`src/hdl/cmf_pkg.sv`:
```
// Package for the cross morphology filter.
// Shared types and constants; no dependencies.
package cmf_pkg;

	localparam int PIXEL_W    = 8;
	localparam int WIDTH_W    = 11;
	localparam int HEIGHT_W   = 13;
	localparam int CFG_DATA_W = 13;
	localparam int REG_IDX_W  = 2;

	localparam logic [PIXEL_W-1:0]  KEY_DARK     = 8'd0;
	localparam logic [PIXEL_W-1:0]  KEY_BRIGHT   = 8'd255;
	localparam logic [WIDTH_W-1:0]  WIDTH_RESET  = 11'd1024;
	localparam logic [HEIGHT_W-1:0] HEIGHT_RESET = 13'd1024;

	typedef enum logic [REG_IDX_W-1:0] {
		REG_MODE   = 2'd0,
		REG_WIDTH  = 2'd1,
		REG_HEIGHT = 2'd2
	} cfg_reg_t;

	// position of the pixel being transferred in
	typedef struct packed {
		logic first_col;
		logic last_col;
		logic last_row;
		logic has_above;
		logic has_two_above;
	} pos_flags_t;

	typedef struct packed {
		logic [PIXEL_W-1:0] pixel;
		logic               frame_end;
	} result_t;

endpackage

```
`src/hdl/cmf_raster_ctrl.sv`:
```
// Raster position counters with frame size clamping.
// Depends on cmf_pkg.
module cmf_raster_ctrl #(
	parameter int MAX_WIDTH  = 1024,
	parameter int MAX_HEIGHT = 4096,
	parameter int CW = $clog2(MAX_WIDTH),
	parameter int RW = (MAX_HEIGHT > 1) ? $clog2(MAX_HEIGHT) : 1
) (
	input  logic                         clk,
	input  logic                         arst_n,
	input  logic [cmf_pkg::WIDTH_W-1:0]  frame_width,
	input  logic [cmf_pkg::HEIGHT_W-1:0] frame_height,
	input  logic                         advance,
	output logic [CW-1:0]                col,
	output cmf_pkg::pos_flags_t          flags
);

	logic [CW-1:0] col_q;
	logic [RW-1:0] row_q;
	logic [CW-1:0] col_last;
	logic [RW-1:0] row_last;
	logic [RW-1:0] row;

	always_comb begin
		if (frame_width == '0) begin
			col_last = '0;
		end else if (32'(frame_width) > MAX_WIDTH) begin
			col_last = CW'(MAX_WIDTH - 1);
		end else begin
			col_last = CW'(32'(frame_width) - 1);
		end
		if (frame_height == '0) begin
			row_last = '0;
		end else if (32'(frame_height) > MAX_HEIGHT) begin
			row_last = RW'(MAX_HEIGHT - 1);
		end else begin
			row_last = RW'(32'(frame_height) - 1);
		end
		col = (col_q >= col_last) ? col_last : col_q;
		row = (row_q >= row_last) ? row_last : row_q;
		flags.first_col     = (col == '0);
		flags.last_col      = (col == col_last);
		flags.last_row      = (row == row_last);
		flags.has_above     = (row != '0);
		flags.has_two_above = (32'(row) >= 2);
	end

	always_ff @(posedge clk or negedge arst_n) begin
		if (!arst_n) begin
			col_q <= '0;
			row_q <= '0;
		end else if (advance) begin
			if (flags.last_col) begin
				col_q <= '0;
				row_q <= flags.last_row ? '0 : row + 1'b1;
			end else begin
				col_q <= col + 1'b1;
				row_q <= row;
			end
		end
	end

endmodule

```
`config.mk`:
```
export PLATFORM = sky130hd
export DESIGN_NAME = cmf_raster_ctrl
export DESIGN_NICKNAME = d
export VERILOG_FILES = /design/src/hdl/cmf_pkg.sv /design/src/hdl/cmf_raster_ctrl.sv
export SDC_FILE = /design/constraint.sdc
export NUM_CORES = 1
export LEC_CHECK = 0
export ABC_CLOCK_PERIOD_IN_PS = 6200
export BUFFER_PORTS_ARGS = -buffer_cell sky130_fd_sc_hd__buf_2
export CORE_ASPECT_RATIO = 1.25
export CORE_MARGIN = 2
export CORE_UTILIZATION = 40
export DETAILED_ROUTE_END_ITERATION = 8
export SLEW_MARGIN = 20
export SYNTH_ARGS = -nofsm -noshare
export SYNTH_HDL_FRONTEND = slang
export SYNTH_SLANG_ARGS = --single-unit
export TNS_END_PERCENT = 100
```
`constraint.sdc`:
```
create_clock -name clk -period 6.2 [get_ports clk]
set_clock_uncertainty 0.2 [all_clocks]
set_input_delay 0.62 -clock clk [delete_from_list [all_inputs] [get_ports clk]]
set_output_delay 0.62 -clock clk [all_outputs]
set_load 0.01 [all_outputs]
```
# Yosys cells after proc, flatten, opt, wreduce, memory -nomap -nowiden
# Index checks and enable logic that the tools add are counted.
# Widths: inputs -> output; s select.
# classes
add_sub_neg	4
multipliers	0
n_div	0
magnitude_cmp	5
eq_ne	2
n_shift	0
muxes	9
bitwise	0
n_reduce_logical	4
# ops
op	count
$mux 12	5
$mux 10	4
$gt 13x13->1 const B	1
$logic_not 13->1	1
$add 12x1->12 const B	1
$eq 12x12->1	1
$ge 12x12->1	1
$ge 12x2->1 const B	1
$reduce_bool 12->1	1
$sub 12x1->12 const B	1
$gt 11x11->1 const B	1
$logic_not 11->1	1
$add 10x1->10 const B	1
$eq 10x10->1	1
$ge 10x10->1	1
$logic_not 10->1	1
$sub 10x1->10 const B	1
# totals
register_bits	22
latchBits	0
ram_bits	0
romBits	0
in_bits	27
out_inout_bits	15
word_cells	26
mem_count	0

# Longest topological paths before layout
# logic_depth
depth_word	8
ltp_mapped	23
mapped_depth_nobuf	22

# Worst setup path after synthesis
# Ideal clock, no wire load.
# synth_timing
kind	input port to output port
startpoint	in frame_height[0] in the netlist's numbering
endpoint	out flags[0] in the netlist's numbering
t_arrival_ns	4.823
required_time_ns	5.380
slack_ns	0.557
path_stages	17
path_buffers	2
cell_sequence	inv_1 ha_1 or4b_4 or4_1 buf_2 maj3_2 inv_1 ha_1 a21o_1 a31oi_1 o21ai_0 a2111oi_2 clkbuf_1 mux2i_1 or3_1 nor4_1 nand2_1
# synth_rtl
element	line_no	text
start: declaration	cmf_raster_ctrl.sv:12	input logic [cmf_pkg::HEIGHT_W-1:0] frame_height,
end: declaration	cmf_raster_ctrl.sv:15	output cmf_pkg::pos_flags_t flags

==> flow_summary_export.csv <==
group,metric,value,unit
cells_and_area,num_antenna_cells,0,
sta,finalCritPeriodShare,95.2,%
logic_synthesis,synthSimpleGateAreaFrac,30.1,%
logic_synthesis,synthAdderAreaFrac,11.1,%
power_and_ir_drop,power_density,355,mW/mm^2
global_route,grt_use_total,21.8,%
setup_path,reg2reg_depth,16,
setup_path,cp_num_cells,19,
run_status,status,"complete, no violations",
setup_path,path_cells,"buf_2 > inv_1 > ha_1 > or4b_4 > or4_1 > maj3_2 > inv_1 > ha_1 > a21o_1 > a31oi_1 > o21ai_0 > a2111oi_4 > buf_4 > mux2_2 > inv_1 > nand2_1 > nor4_2 > nand2_1 > buf_2",
global_route,grt_pass1_vias,3689,
cells_and_area,syn_to_final_growth,11.8,%
die,io_pins,42,
sta,slew_headroom,51.3,%
logic_synthesis,synth_top_family_by_area,"simple AND/OR/NAND/NOR gates",
route,final_antenna_net_count,0,
setup_path,crit_path_end_kind,"output port",
cells_and_area,final_nets,592,
route,num_vias,3881,
cells_and_area,ff_latch_area,551,um^2
setup_path,critPathLaunch,"frame_height[0]",
sta,worst_pin_slew,0.728,ns
die,initial_core_util,41.5,%
clock_network,clk_latency,0.27,ns
route,first_pass_iters,4,
power_and_ir_drop,power,0.00145,W
logic_synthesis,muxShareOfSynthArea,6.27,%
flow_run,maxCapViolCount,0,
cells_and_area,multi_input_area,0.00284,mm^2
cells_and_area,nFillCells,932,
die,die_w,89.4,um
setup_path,cp_data_arrival_time,5.08,ns
setup_path,worstPathRequired,5.38,ns
logic_synthesis,async_reset_ff_share,100,%
clock_network,cts.htree.levels,1,
clock_network,hold_buffers,0,
route,routed_wl,10.8,mm
route,via_per_inst,5.93,
route,post_drt_wl_per_cell,16.5,um
global_route,grt_start_max_net_pins,43,
clock_network,cts_buffer_depth,2,
setup_path,rr_startpoint,"row_q[0]",
cells_and_area,fin_cells,654,
sta,setup_viol,0,
setup_path,critPathMaxStageDelay,0.56,ns
route,drt_iter0_markers,137,
power_and_ir_drop,peakVddDrop,0.186,mV
sta,setup_tns,0,ns
global_route,antenna_found_initial,0,
hold_path,hold_class,"input pin to async pin",
setup_path,crit_top_cell,"inv_1",
placed_design,port_buffers,41,
sta,drv_slew,0,
clock_network,cts_buffers,3,
logic_synthesis,yosys_warnings,0,
placed_design,gp_congestion,0.895,
setup_path,path_max_fanout,8,
setup_path,startpoint_type,"input pin",
placed_design,place_hpwl,8.72,mm
setup_path,crit_type,"input pin to output port",
placed_design,dp_cells,650,
clock_network,cts.sinks,22,
setup_path,ff2ff_setup_slack,2.19,ns
global_route,grt_pass1_wl,17.5,mm
logic_synthesis,syn_inst,498,
sta,rsz0062_at_grt,"false",
clock_network,cts_tree,"yes",
setup_path,crit_buf_inv,6,
logic_synthesis,synth_seq_cells,22,
setup_path,r2r-end,"row_q[8]",
die,chipHeight,111,um
die,design.core.area,0.00880,mm^2
cells_and_area,final_common_cell,"inv_1",
global_route,overflow,0,
sta,fin_crit,5.90,ns
logic_synthesis,synth_edf_count,0,
logic_synthesis,seq_area_frac_synth,15.1,%
clock_network,cts_root_buffer,"clkbuf_8",
sta,fmax,0.169,GHz
die,dieArea,0.00991,mm^2
logic_synthesis,synth_xor_xnor_area_share,5.76,%
logic_synthesis,ys_types,68,
logic_synthesis,dominantRegCellSynth,"dfrtp_1",
route,drc_errors,0,
clock_network,clk_pin_slew,0.10,ns
logic_synthesis,synth_nets,555,
logic_synthesis,syn_area_per_cell,7.33,um^2
cells_and_area,final_cell_mix,"48 x inv_1, 42 x nand2_1, 41 x buf_2",
setup_path,cp_top_family,"simple AND/OR/NAND/NOR gates",
cells_and_area,final_util,46.4,%
power_and_ir_drop,p_leak,1.85,nW
cells_and_area,drive_above_1_share,16.5,%
logic_synthesis,syn_area,0.00365,mm^2
die,rows,38,
logic_synthesis,synth_compound_area_share,23.8,%
sta,final-hold-violation-count,0,
setup_path,critPathSlowestCell,"or4_1",
registers in the layout (all words and copies together), names as in the netlist:
signal	count
col_q	10
row_q	12
metal layers:
layer | GRT usage, % | up-vias | routed length, um
met5 | 0 | - | 0
met4 | 7.76 | 0 | 364
li1 | - | 1909 | -
met2 | 39.3 | 116 | 5710
met3 | 2.53 | 25 | 432
met1 | 25.6 | 1831 | 4300
through the flow:
stage          worst slack (ns)  hold WS, ns  area, um^2
6_report                  0.295        0.110        4080
5_1_grt                  0.0124        0.149        4080
4_1_cts                   0.217        0.128        4070
3_5_place_dp              0.227        0.421        4000
3_3_place_gp              0.347        0.422        4000
2_1_floorplan             0.557        0.124        3650
synthesized netlist by cell type, types with 8 or more instances:
cell,count,area share [%]
inv_1,48,4.9
nand2_1,42,4.3
nor2_1,37,3.8
ha_1,30,10
o21ai_0,27,3.7
a21oi_1,25,3.4
dfrtp_1,22,15
nand3_1,17,2.3
mux2i_1,15,4.1
nor4_1,15,2.6
xnor2_1,15,3.6
nor3_1,14,1.9
o22ai_1,12,2.1
clkbuf_1,11,1.1
nand4_1,11,1.9
a21o_1,9,1.9
xor2_1,9,2.2
and3_1,8,1.4
or3_1,8,1.4
logic make-up (layout without fill, tap and decap cells):
group | count (synthesis) | after routing
xor+xnor | 24 | 24
simple gates | 200 | 200
flops | 22 | 22
fa+ha+maj | 33 | 33
compound gates | 128 | 128
mux | 22 | 22
buf+inv | 69 | 105
worst register-to-register path: stages, from the launching register on:
cell and delay (ns):
dfrtp_1 0.51, inv_1 0.10, ha_1 0.29, nand2b_1 0.13, a31oi_1 0.16, o21ai_0 0.18
a2111oi_4 0.39, buf_4 0.29, nand2_1 0.07, o21ai_0 0.22, ha_1 0.32, nand3_1 0.09
nor4_1 0.19, a41oi_1 0.15, nor3_1 0.33, xor2_1 0.19, o22ai_1 0.08
layout make-up:
type                            count  area share, %
Clock buffer                        3           1.01
Clock inverter                      1          0.736
Inverter                           49           4.51
Multi-Input combinational cell    407           69.5
Sequential cell                    22           13.5
Tap cell                          120           3.68
Timing Repair Buffer               52           7.05
how the worst max path moves through the flow:
stage	to	slack, ns
after floorplan	flags[0]	0.56
after global placement	flags[1]	0.35
after detailed placement	flags[0]	0.23
after CTS	flags[0]	0.22
after global routing	flags[0]	0.01
final	flags[0]	0.30
where the power goes:
group / total [W] / switching, W / internal (W)
combinational: 0.000987 / 0.000577 / 0.000411
clock: 0.000138 / 0.0000516 / 0.0000863
sequential: 0.000322 / 0.000114 / 0.000208
total: 0.00145 / 0.000742 / 0.000705
what timing repair did:
action | in CTS | in global routing
setup buffers | 0 | 0
endpoints found under the setup margin | 0 | 2
gates resized for setup | 0 | 2
hold endpoints to repair | 0 | 0
Power figures use the tool's default switching activity.
