$ cat src/hdl/cmf_pkg.sv
// Package for the cross morphology filter.
// Shared types and constants; no dependencies.
package cmf_pkg;

	localparam int PIXEL_W    = 8;
	localparam int WIDTH_W    = 11;
	localparam int HEIGHT_W   = 13;
	localparam int CFG_DATA_W = 13;
	localparam int REG_IDX_W  = 2;

	localparam logic [PIXEL_W-1:0]  KEY_DARK     = 8'd0;
	localparam logic [PIXEL_W-1:0]  KEY_BRIGHT   = 8'd255;
	localparam logic [WIDTH_W-1:0]  WIDTH_RESET  = 11'd1024;
	localparam logic [HEIGHT_W-1:0] HEIGHT_RESET = 13'd1024;

	typedef enum logic [REG_IDX_W-1:0] {
		REG_MODE   = 2'd0,
		REG_WIDTH  = 2'd1,
		REG_HEIGHT = 2'd2
	} cfg_reg_t;

	// position of the pixel being transferred in
	typedef struct packed {
		logic first_col;
		logic last_col;
		logic last_row;
		logic has_above;
		logic has_two_above;
	} pos_flags_t;

	typedef struct packed {
		logic [PIXEL_W-1:0] pixel;
		logic               frame_end;
	} result_t;

endpackage

$ cat src/hdl/cmf_out_buf.sv
// Two-slot result register feeding the output channel.
// Depends on cmf_pkg.
module cmf_out_buf (
	input  logic              clk,
	input  logic              arst_n,
	input  logic              load,
	input  logic              slot0_valid,
	input  cmf_pkg::result_t  slot0,
	input  logic              slot1_valid,
	input  cmf_pkg::result_t  slot1,
	output logic              free,
	output logic              out_valid,
	input  logic              out_ready,
	output logic [7:0]        pixel_out,
	output logic              frame_end
);

	logic             v0_s2;
	logic             v1_s2;
	cmf_pkg::result_t d0_s2;
	cmf_pkg::result_t d1_s2;
	logic             pop;

	assign out_valid = v0_s2 | v1_s2;
	assign pop       = out_valid & out_ready;
	assign free      = (!v0_s2 && !v1_s2) || ((v0_s2 ^ v1_s2) && out_ready);
	assign pixel_out = v0_s2 ? d0_s2.pixel : d1_s2.pixel;
	assign frame_end = v0_s2 ? d0_s2.frame_end : d1_s2.frame_end;

	always_ff @(posedge clk or negedge arst_n) begin
		if (!arst_n) begin
			v0_s2 <= 1'b0;
			v1_s2 <= 1'b0;
		end else if (load) begin
			v0_s2 <= slot0_valid;
			v1_s2 <= slot1_valid;
		end else if (pop) begin
			if (v0_s2) begin
				v0_s2 <= 1'b0;
			end else begin
				v1_s2 <= 1'b0;
			end
		end
	end

	always_ff @(posedge clk) begin
		if (load) begin
			d0_s2 <= slot0;
			d1_s2 <= slot1;
		end
	end

endmodule

$ cat config.mk
export PLATFORM = sky130hd
export DESIGN_NAME = cmf_out_buf
export DESIGN_NICKNAME = d
export VERILOG_FILES = /design/src/hdl/cmf_pkg.sv /design/src/hdl/cmf_out_buf.sv
export SDC_FILE = /design/constraint.sdc
export NUM_CORES = 1
export LEC_CHECK = 0
export BUFFER_PORTS_ARGS = -buffer_cell sky130_fd_sc_hd__buf_2
export CORE_MARGIN = 3
export CORE_UTILIZATION = 44
export DETAILED_ROUTE_END_ITERATION = 8
export PLACE_DENSITY = 0.76
export SLEW_MARGIN = 25
export SYNTH_ARGS = -nofsm -noshare
export SYNTH_HDL_FRONTEND = slang
export SYNTH_SLANG_ARGS = --single-unit
$ cat constraint.sdc
create_clock -name clk -period 1.5 [get_ports clk]
set_input_delay 0.075 -clock clk [delete_from_list [all_inputs] [get_ports clk]]
set_output_delay 0.075 -clock clk [all_outputs]
set_load 0.01 [all_outputs]
Word-level counts from Yosys, hierarchy flattened
Index checks and enable logic that the tools add are counted.

word-level totals
  register bits after elaboration = 20
  input bits = 24

cells by class
  multiplexer cells = 7
  reductions and logical operators = 7
  equality and inequality tests = 1
  bitwise logic cells = 3

operators with widths
  kind                                   number
  two-way mux 8 bit                      1
  two-way mux 1 bit                      6
  logical AND 1 bit                      2
  zero test 1 bit                        2
  != test 2 bit (second input constant)  1
  AND reduction 2 bit                    1
  nonzero test 2 bit                     1
  bitwise AND 1 bit                      1
  logical OR 1 bit                       1
  OR 1 bit                               1
  bitwise XOR 1 bit                      1

Longest topological paths before layout
  word-level depth = 4
  mapped depth = 5
  mapped depth without buffers = 4

Worst setup path after synthesis
Ideal clock, no wire load.

  path kind = reg2reg
  from = register v0_s2
  to = register v1_s2
  period minus slack after synthesis = 1.078 ns
  data arrival time = 0.950 ns
  slack = 0.422 ns
  cell stages (with the launch flop) = 6
  required time = 1.372 ns
  buffers on the path = 1
  library setup time = 0.128 ns
  cells stage by stage = dfrtp_1 buf_6 inv_2 ha_1 nor2b_1 a21oi_1

between the ends
  cells in the longest elaborated chain, start to end = 4
  elaborated cells on any way between the ends = 5
  classes of those cells = eq/ne: 1; bitwise: 2; reduce/logical: 2

RTL lines
  item                             RTL line           text
  start, declared                  cmf_out_buf.sv:18  logic v0_s2;
  start signal, assigned           cmf_out_buf.sv:35  v0_s2 <= slot0_valid;
  OR 1 bit                         cmf_out_buf.sv:24  assign out_valid = v0_s2 | v1_s2;
  bitwise AND 1 bit                cmf_out_buf.sv:25  assign pop = out_valid & out_ready;
  nonzero test 2 bit (no line)     --
  AND reduction 2 bit (no line) *  --
  end signal, assigned             cmf_out_buf.sv:36  v1_s2 <= slot1_valid;
  end, declared                    cmf_out_buf.sv:19  logic v1_s2;

Mark *: on every way between the ends. The rest lies on a longest branch, timed or not.
A chain may end at the register's enable or synchronous reset.

Worst setup path after layout
  from = register v0_s2
  to = output port pixel_out[6]

between the ends
  cells in the longest elaborated chain, start to end = 1

RTL lines
  item               RTL line           text
  two-way mux 8 bit  cmf_out_buf.sv:27  assign pixel_out = v0_s2 ? d0_s2.pixel : d1_s2.pixel;
  end, declared      cmf_out_buf.sv:14  output logic [7:0] pixel_out,

Every way passes these cells.

==> Implementation_results.wiki <==
{| class="wikitable"
! Metric !! Value
|-
| Leakage Power || 0.542 nW
|-
| Max-cap violation count || 0
|-
| Vias in the first global route || 579
|-
| Buffers & Inverters on Critical Path || 2
|-
| Cell types with the highest counts after synthesis || sky130_fd_sc_hd__edfxtp_1, sky130_fd_sc_hd__mux2_2, sky130_fd_sc_hd__nand2_1
|-
| Area share of the leading cell type in the synthesized netlist || 69.7%
|-
| Summed instance area of the synthesized netlist || 776 sq um
|-
| Status || complete, no violations
|-
| Clock edge transition at the registers on the reported setup and hold paths || 0.11 ns
|-
| Maximum number of pins on one net before global-route repair || 23
|-
| Post-synth cell types || 13
|-
| Placed cell areas || 962 sq um
|-
| HP Class || input pin to asynchronous set/reset pin
|-
| Delay contributed by the slowest stage of the critical path || 0.45 ns
|-
| Number of setup violations in the final report || 0
|-
| Top Family by Delay on Critical Path || flip-flops
|-
| First drt pass iteration count || 4
|-
| DR WL/cell || 13.8 um
|-
| Largest cells by area after synthesis || sky130_fd_sc_hd__edfxtp_1, sky130_fd_sc_hd__mux2_2, sky130_fd_sc_hd__dfrtp_1, sky130_fd_sc_hd__ha_1, sky130_fd_sc_hd__o31ai_2
|-
| Nature of the critical path startpoint || flip-flop
|-
| Worst hold slack after final layout || 0.0832 ns
|-
| Highest fanout seen on the critical path || 6
|-
| Async SR Flop Fraction || 10.0%
|-
| Final Util || 79.6%
|-
| Overall via count from detail_route || 564
|-
| Post-route clock skew || 0.0000350 ns
|-
| Vias per inst || 4.74
|-
| Io pins || 35
|-
| Die area || 0.00230 sq mm
|-
| CTS root buf || sky130_fd_sc_hd__clkbuf_4
|-
| Predominant post-synthesis flop cell || sky130_fd_sc_hd__edfxtp_1
|-
| Average cell area after synthesis || 18.5 sq um
|-
| Core area || 0.00158 sq mm
|-
| Height of the die || 48.0 um
|-
| Clock buffers created by TritonCTS || 3
|-
| Number of synthesized flops with an enable pin || 18
|-
| Critical path class || flip-flop to output port
|-
| Synth Warn # || 0
|-
| Total wire length || 1640 um
|-
| Post-Synthesis Cells || 42
|-
| Synth Net Count || 67
|-
| Worst setup startpoint || v0_s2
|-
| Initial antenna violation count || 0
|-
| Clk Latency, worst-skew pair || 0.30 ns
|-
| Post-placement setup slack || 0.231 ns
|-
| Unrepaired setup endpoints after global routing || yes
|-
| Clock Tree Buf Depth || 2
|-
| Part of the cycle the worst path needs || 94.7%
|-
| Capturing element type of the critical path || output port
|-
| Global-route usage over all layers || 16.9%
|-
| Deepest level of the CTS H-tree || 1
|-
| Maximum ir drop on the vdd rail || 792 uV
|-
| Cells along the critical path || buf_4, mux2_2, buf_2
|-
| Chip width || 48.0 um
|-
| Number of violations reported at the end of detailed-routing iteration 0 || 3
|-
| PD cells || 1060 mW/mm^2
|-
| Cell accounting for the most synthesized area || sky130_fd_sc_hd__edfxtp_1
|-
| Weighted congestion at the end of routability-driven global placement || 0.660
|-
| Time the final worst path needs with I/O delays and setup || 1.42 ns
|-
| Residual antenna-violating net count after detailed routing || 0
|-
| Slew at the pin closest to its max-slew limit || 0.453 ns
|-
| Final nets || 129
|-
| Worst endpoint required time || 1.42 ns
|-
| Arrival time of the worst setup path || 1.35 ns
|-
| Slew Limit Headroom || 69.8%
|-
| Overflow left after global routing || 0
|-
| Placement Rows || 14
|-
| Sinks on the clock net || 20
|-
| Startpoint of the lowest-slack register-to-register path || v0_s2
|-
| Final Cell Area || 0.00125 sq mm
|-
| Number of input and output port buffers inserted || 34
|-
| TritonCTS clock tree || done
|-
| Area of combinational cells with multiple inputs || 175 sq um
|-
| Initial cell density of the core || 49.2%
|-
| Setup WS post-layout || 0.0799 ns
|-
| Register bit count reported by yosys || 20
|-
| Count of final max-slew check failures || 0
|-
| Maximum clock frequency || 0.704 GHz
|-
| Ratio of cells with drive above 1 in the final layout || 53.4%
|-
| Sequential-to-total area share from yosys stat || 76.1%
|-
| Global-route wire length before repair || 2550 um
|-
| Area overhead of the layout relative to synthesis || 61.8%
|-
| Diode insertion count for antenna repair || 0
|-
| Crit-path slowest cell || sky130_fd_sc_hd__dfrtp_2
|-
| Number of hold-slack violations in the final timing report || 0
|-
| Post-route DRC || 0
|-
| Most frequently used cell type in the post-synthesis netlist || sky130_fd_sc_hd__edfxtp_1
|-
| Filler instances || 83
|-
| Area occupied by registers || 592 sq um
|}
==> kinds of logic (layout without fill, tap and decap cells) <==
logic type	count (synthesis)	count (layout)	share of synthesized area (%)
DFF	20	20	76.1
adders and majority gates	1	1	1.61
muxes	10	10	14.4
and+or+nand+nor	5	5	2.74
buffers and inverters	4	65	2.90
AOI/OAI and AO/OA	2	2	2.26
==> power by group <==
part	total, mW	internal, mW	switching (mW)
clock network	0.428	0.270	0.158
logic	0.231	0.137	0.0937
registers	0.675	0.657	0.0176
total	1.33	1.06	0.270
==> timing repair <==
action,CTS,global route
hold endpoints to repair,21,0
setup buffers,3,0
pin swaps,0,0
hold buffers,20,0
endpoints found under the setup margin,5,3
resized for setup,1,2
cloned,0,0
==> cell type report <==
class | instances | area share (%)
clock buffer | 3 | 1.79
clock inverter | 1 | 2.39
inverter | 3 | 0.897
sequential | 20 | 47.2
tap | 16 | 1.60
timing repair buffer | 58 | 32.2
multi-input combinational | 18 | 14.0
==> stage by stage <==
step | TNS, ns | cells | power, mW
finish | 0 | 119 | 1.33
global route | -0.00511 | 119 | 1.40
CTS | 0 | 119 | 1.33
detailed placement | 0 | 92 | 0.855
global placement | 0 | 92 | 0.848
floorplan | 0 | 42 | 0.770
==> placed cells by master (no fill, tap or decap), drive strengths merged <==
master,synthesis,final
dlygate4sd3,0,20
ha,1,1
dfrtp,2,2
nor2b,1,1
bufinv,0,1
buf,1,38
nor2,1,1
inv,3,3
mux2,9,9
nand2,3,3
edfxtp,18,18
mux2i,1,1
a21oi,1,1
o31ai,1,1
clkbuf,0,3
==> flip-flops by register name (all words and copies together) (netlist names) <==
| name | cells |
|---|---|
| d0_s2 | 9 |
| d1_s2 | 9 |
| v0_s2 | 1 |
| v1_s2 | 1 |
==> path summary, 6_finish.rpt <==
path / to / depth (start not counted) / slack (ns)
max reg2reg: v1_s2 / 4 / 0.39
min: v0_s2 / 2 / 0.08
min in group clk: v1_s2 / 3 / 0.11
max: pixel_out[6] / 3 / 0.08
min reg2reg: v1_s2 / 2 / 0.65
max in group asynchronous: v0_s2 / 2 / 1.31
==> layer usage <==
layer | vias to the layer above | track usage (%) | wire, um
li1 | 275 | - | -
met1 | 261 | 18.5 | 615
met2 | 28 | 32.7 | 935
met3 | 0 | 4.14 | 91
met4 | 0 | 3.23 | 0
met5 | - | 0 | 0
Note: power is estimated with default switching activity, not from simulation.
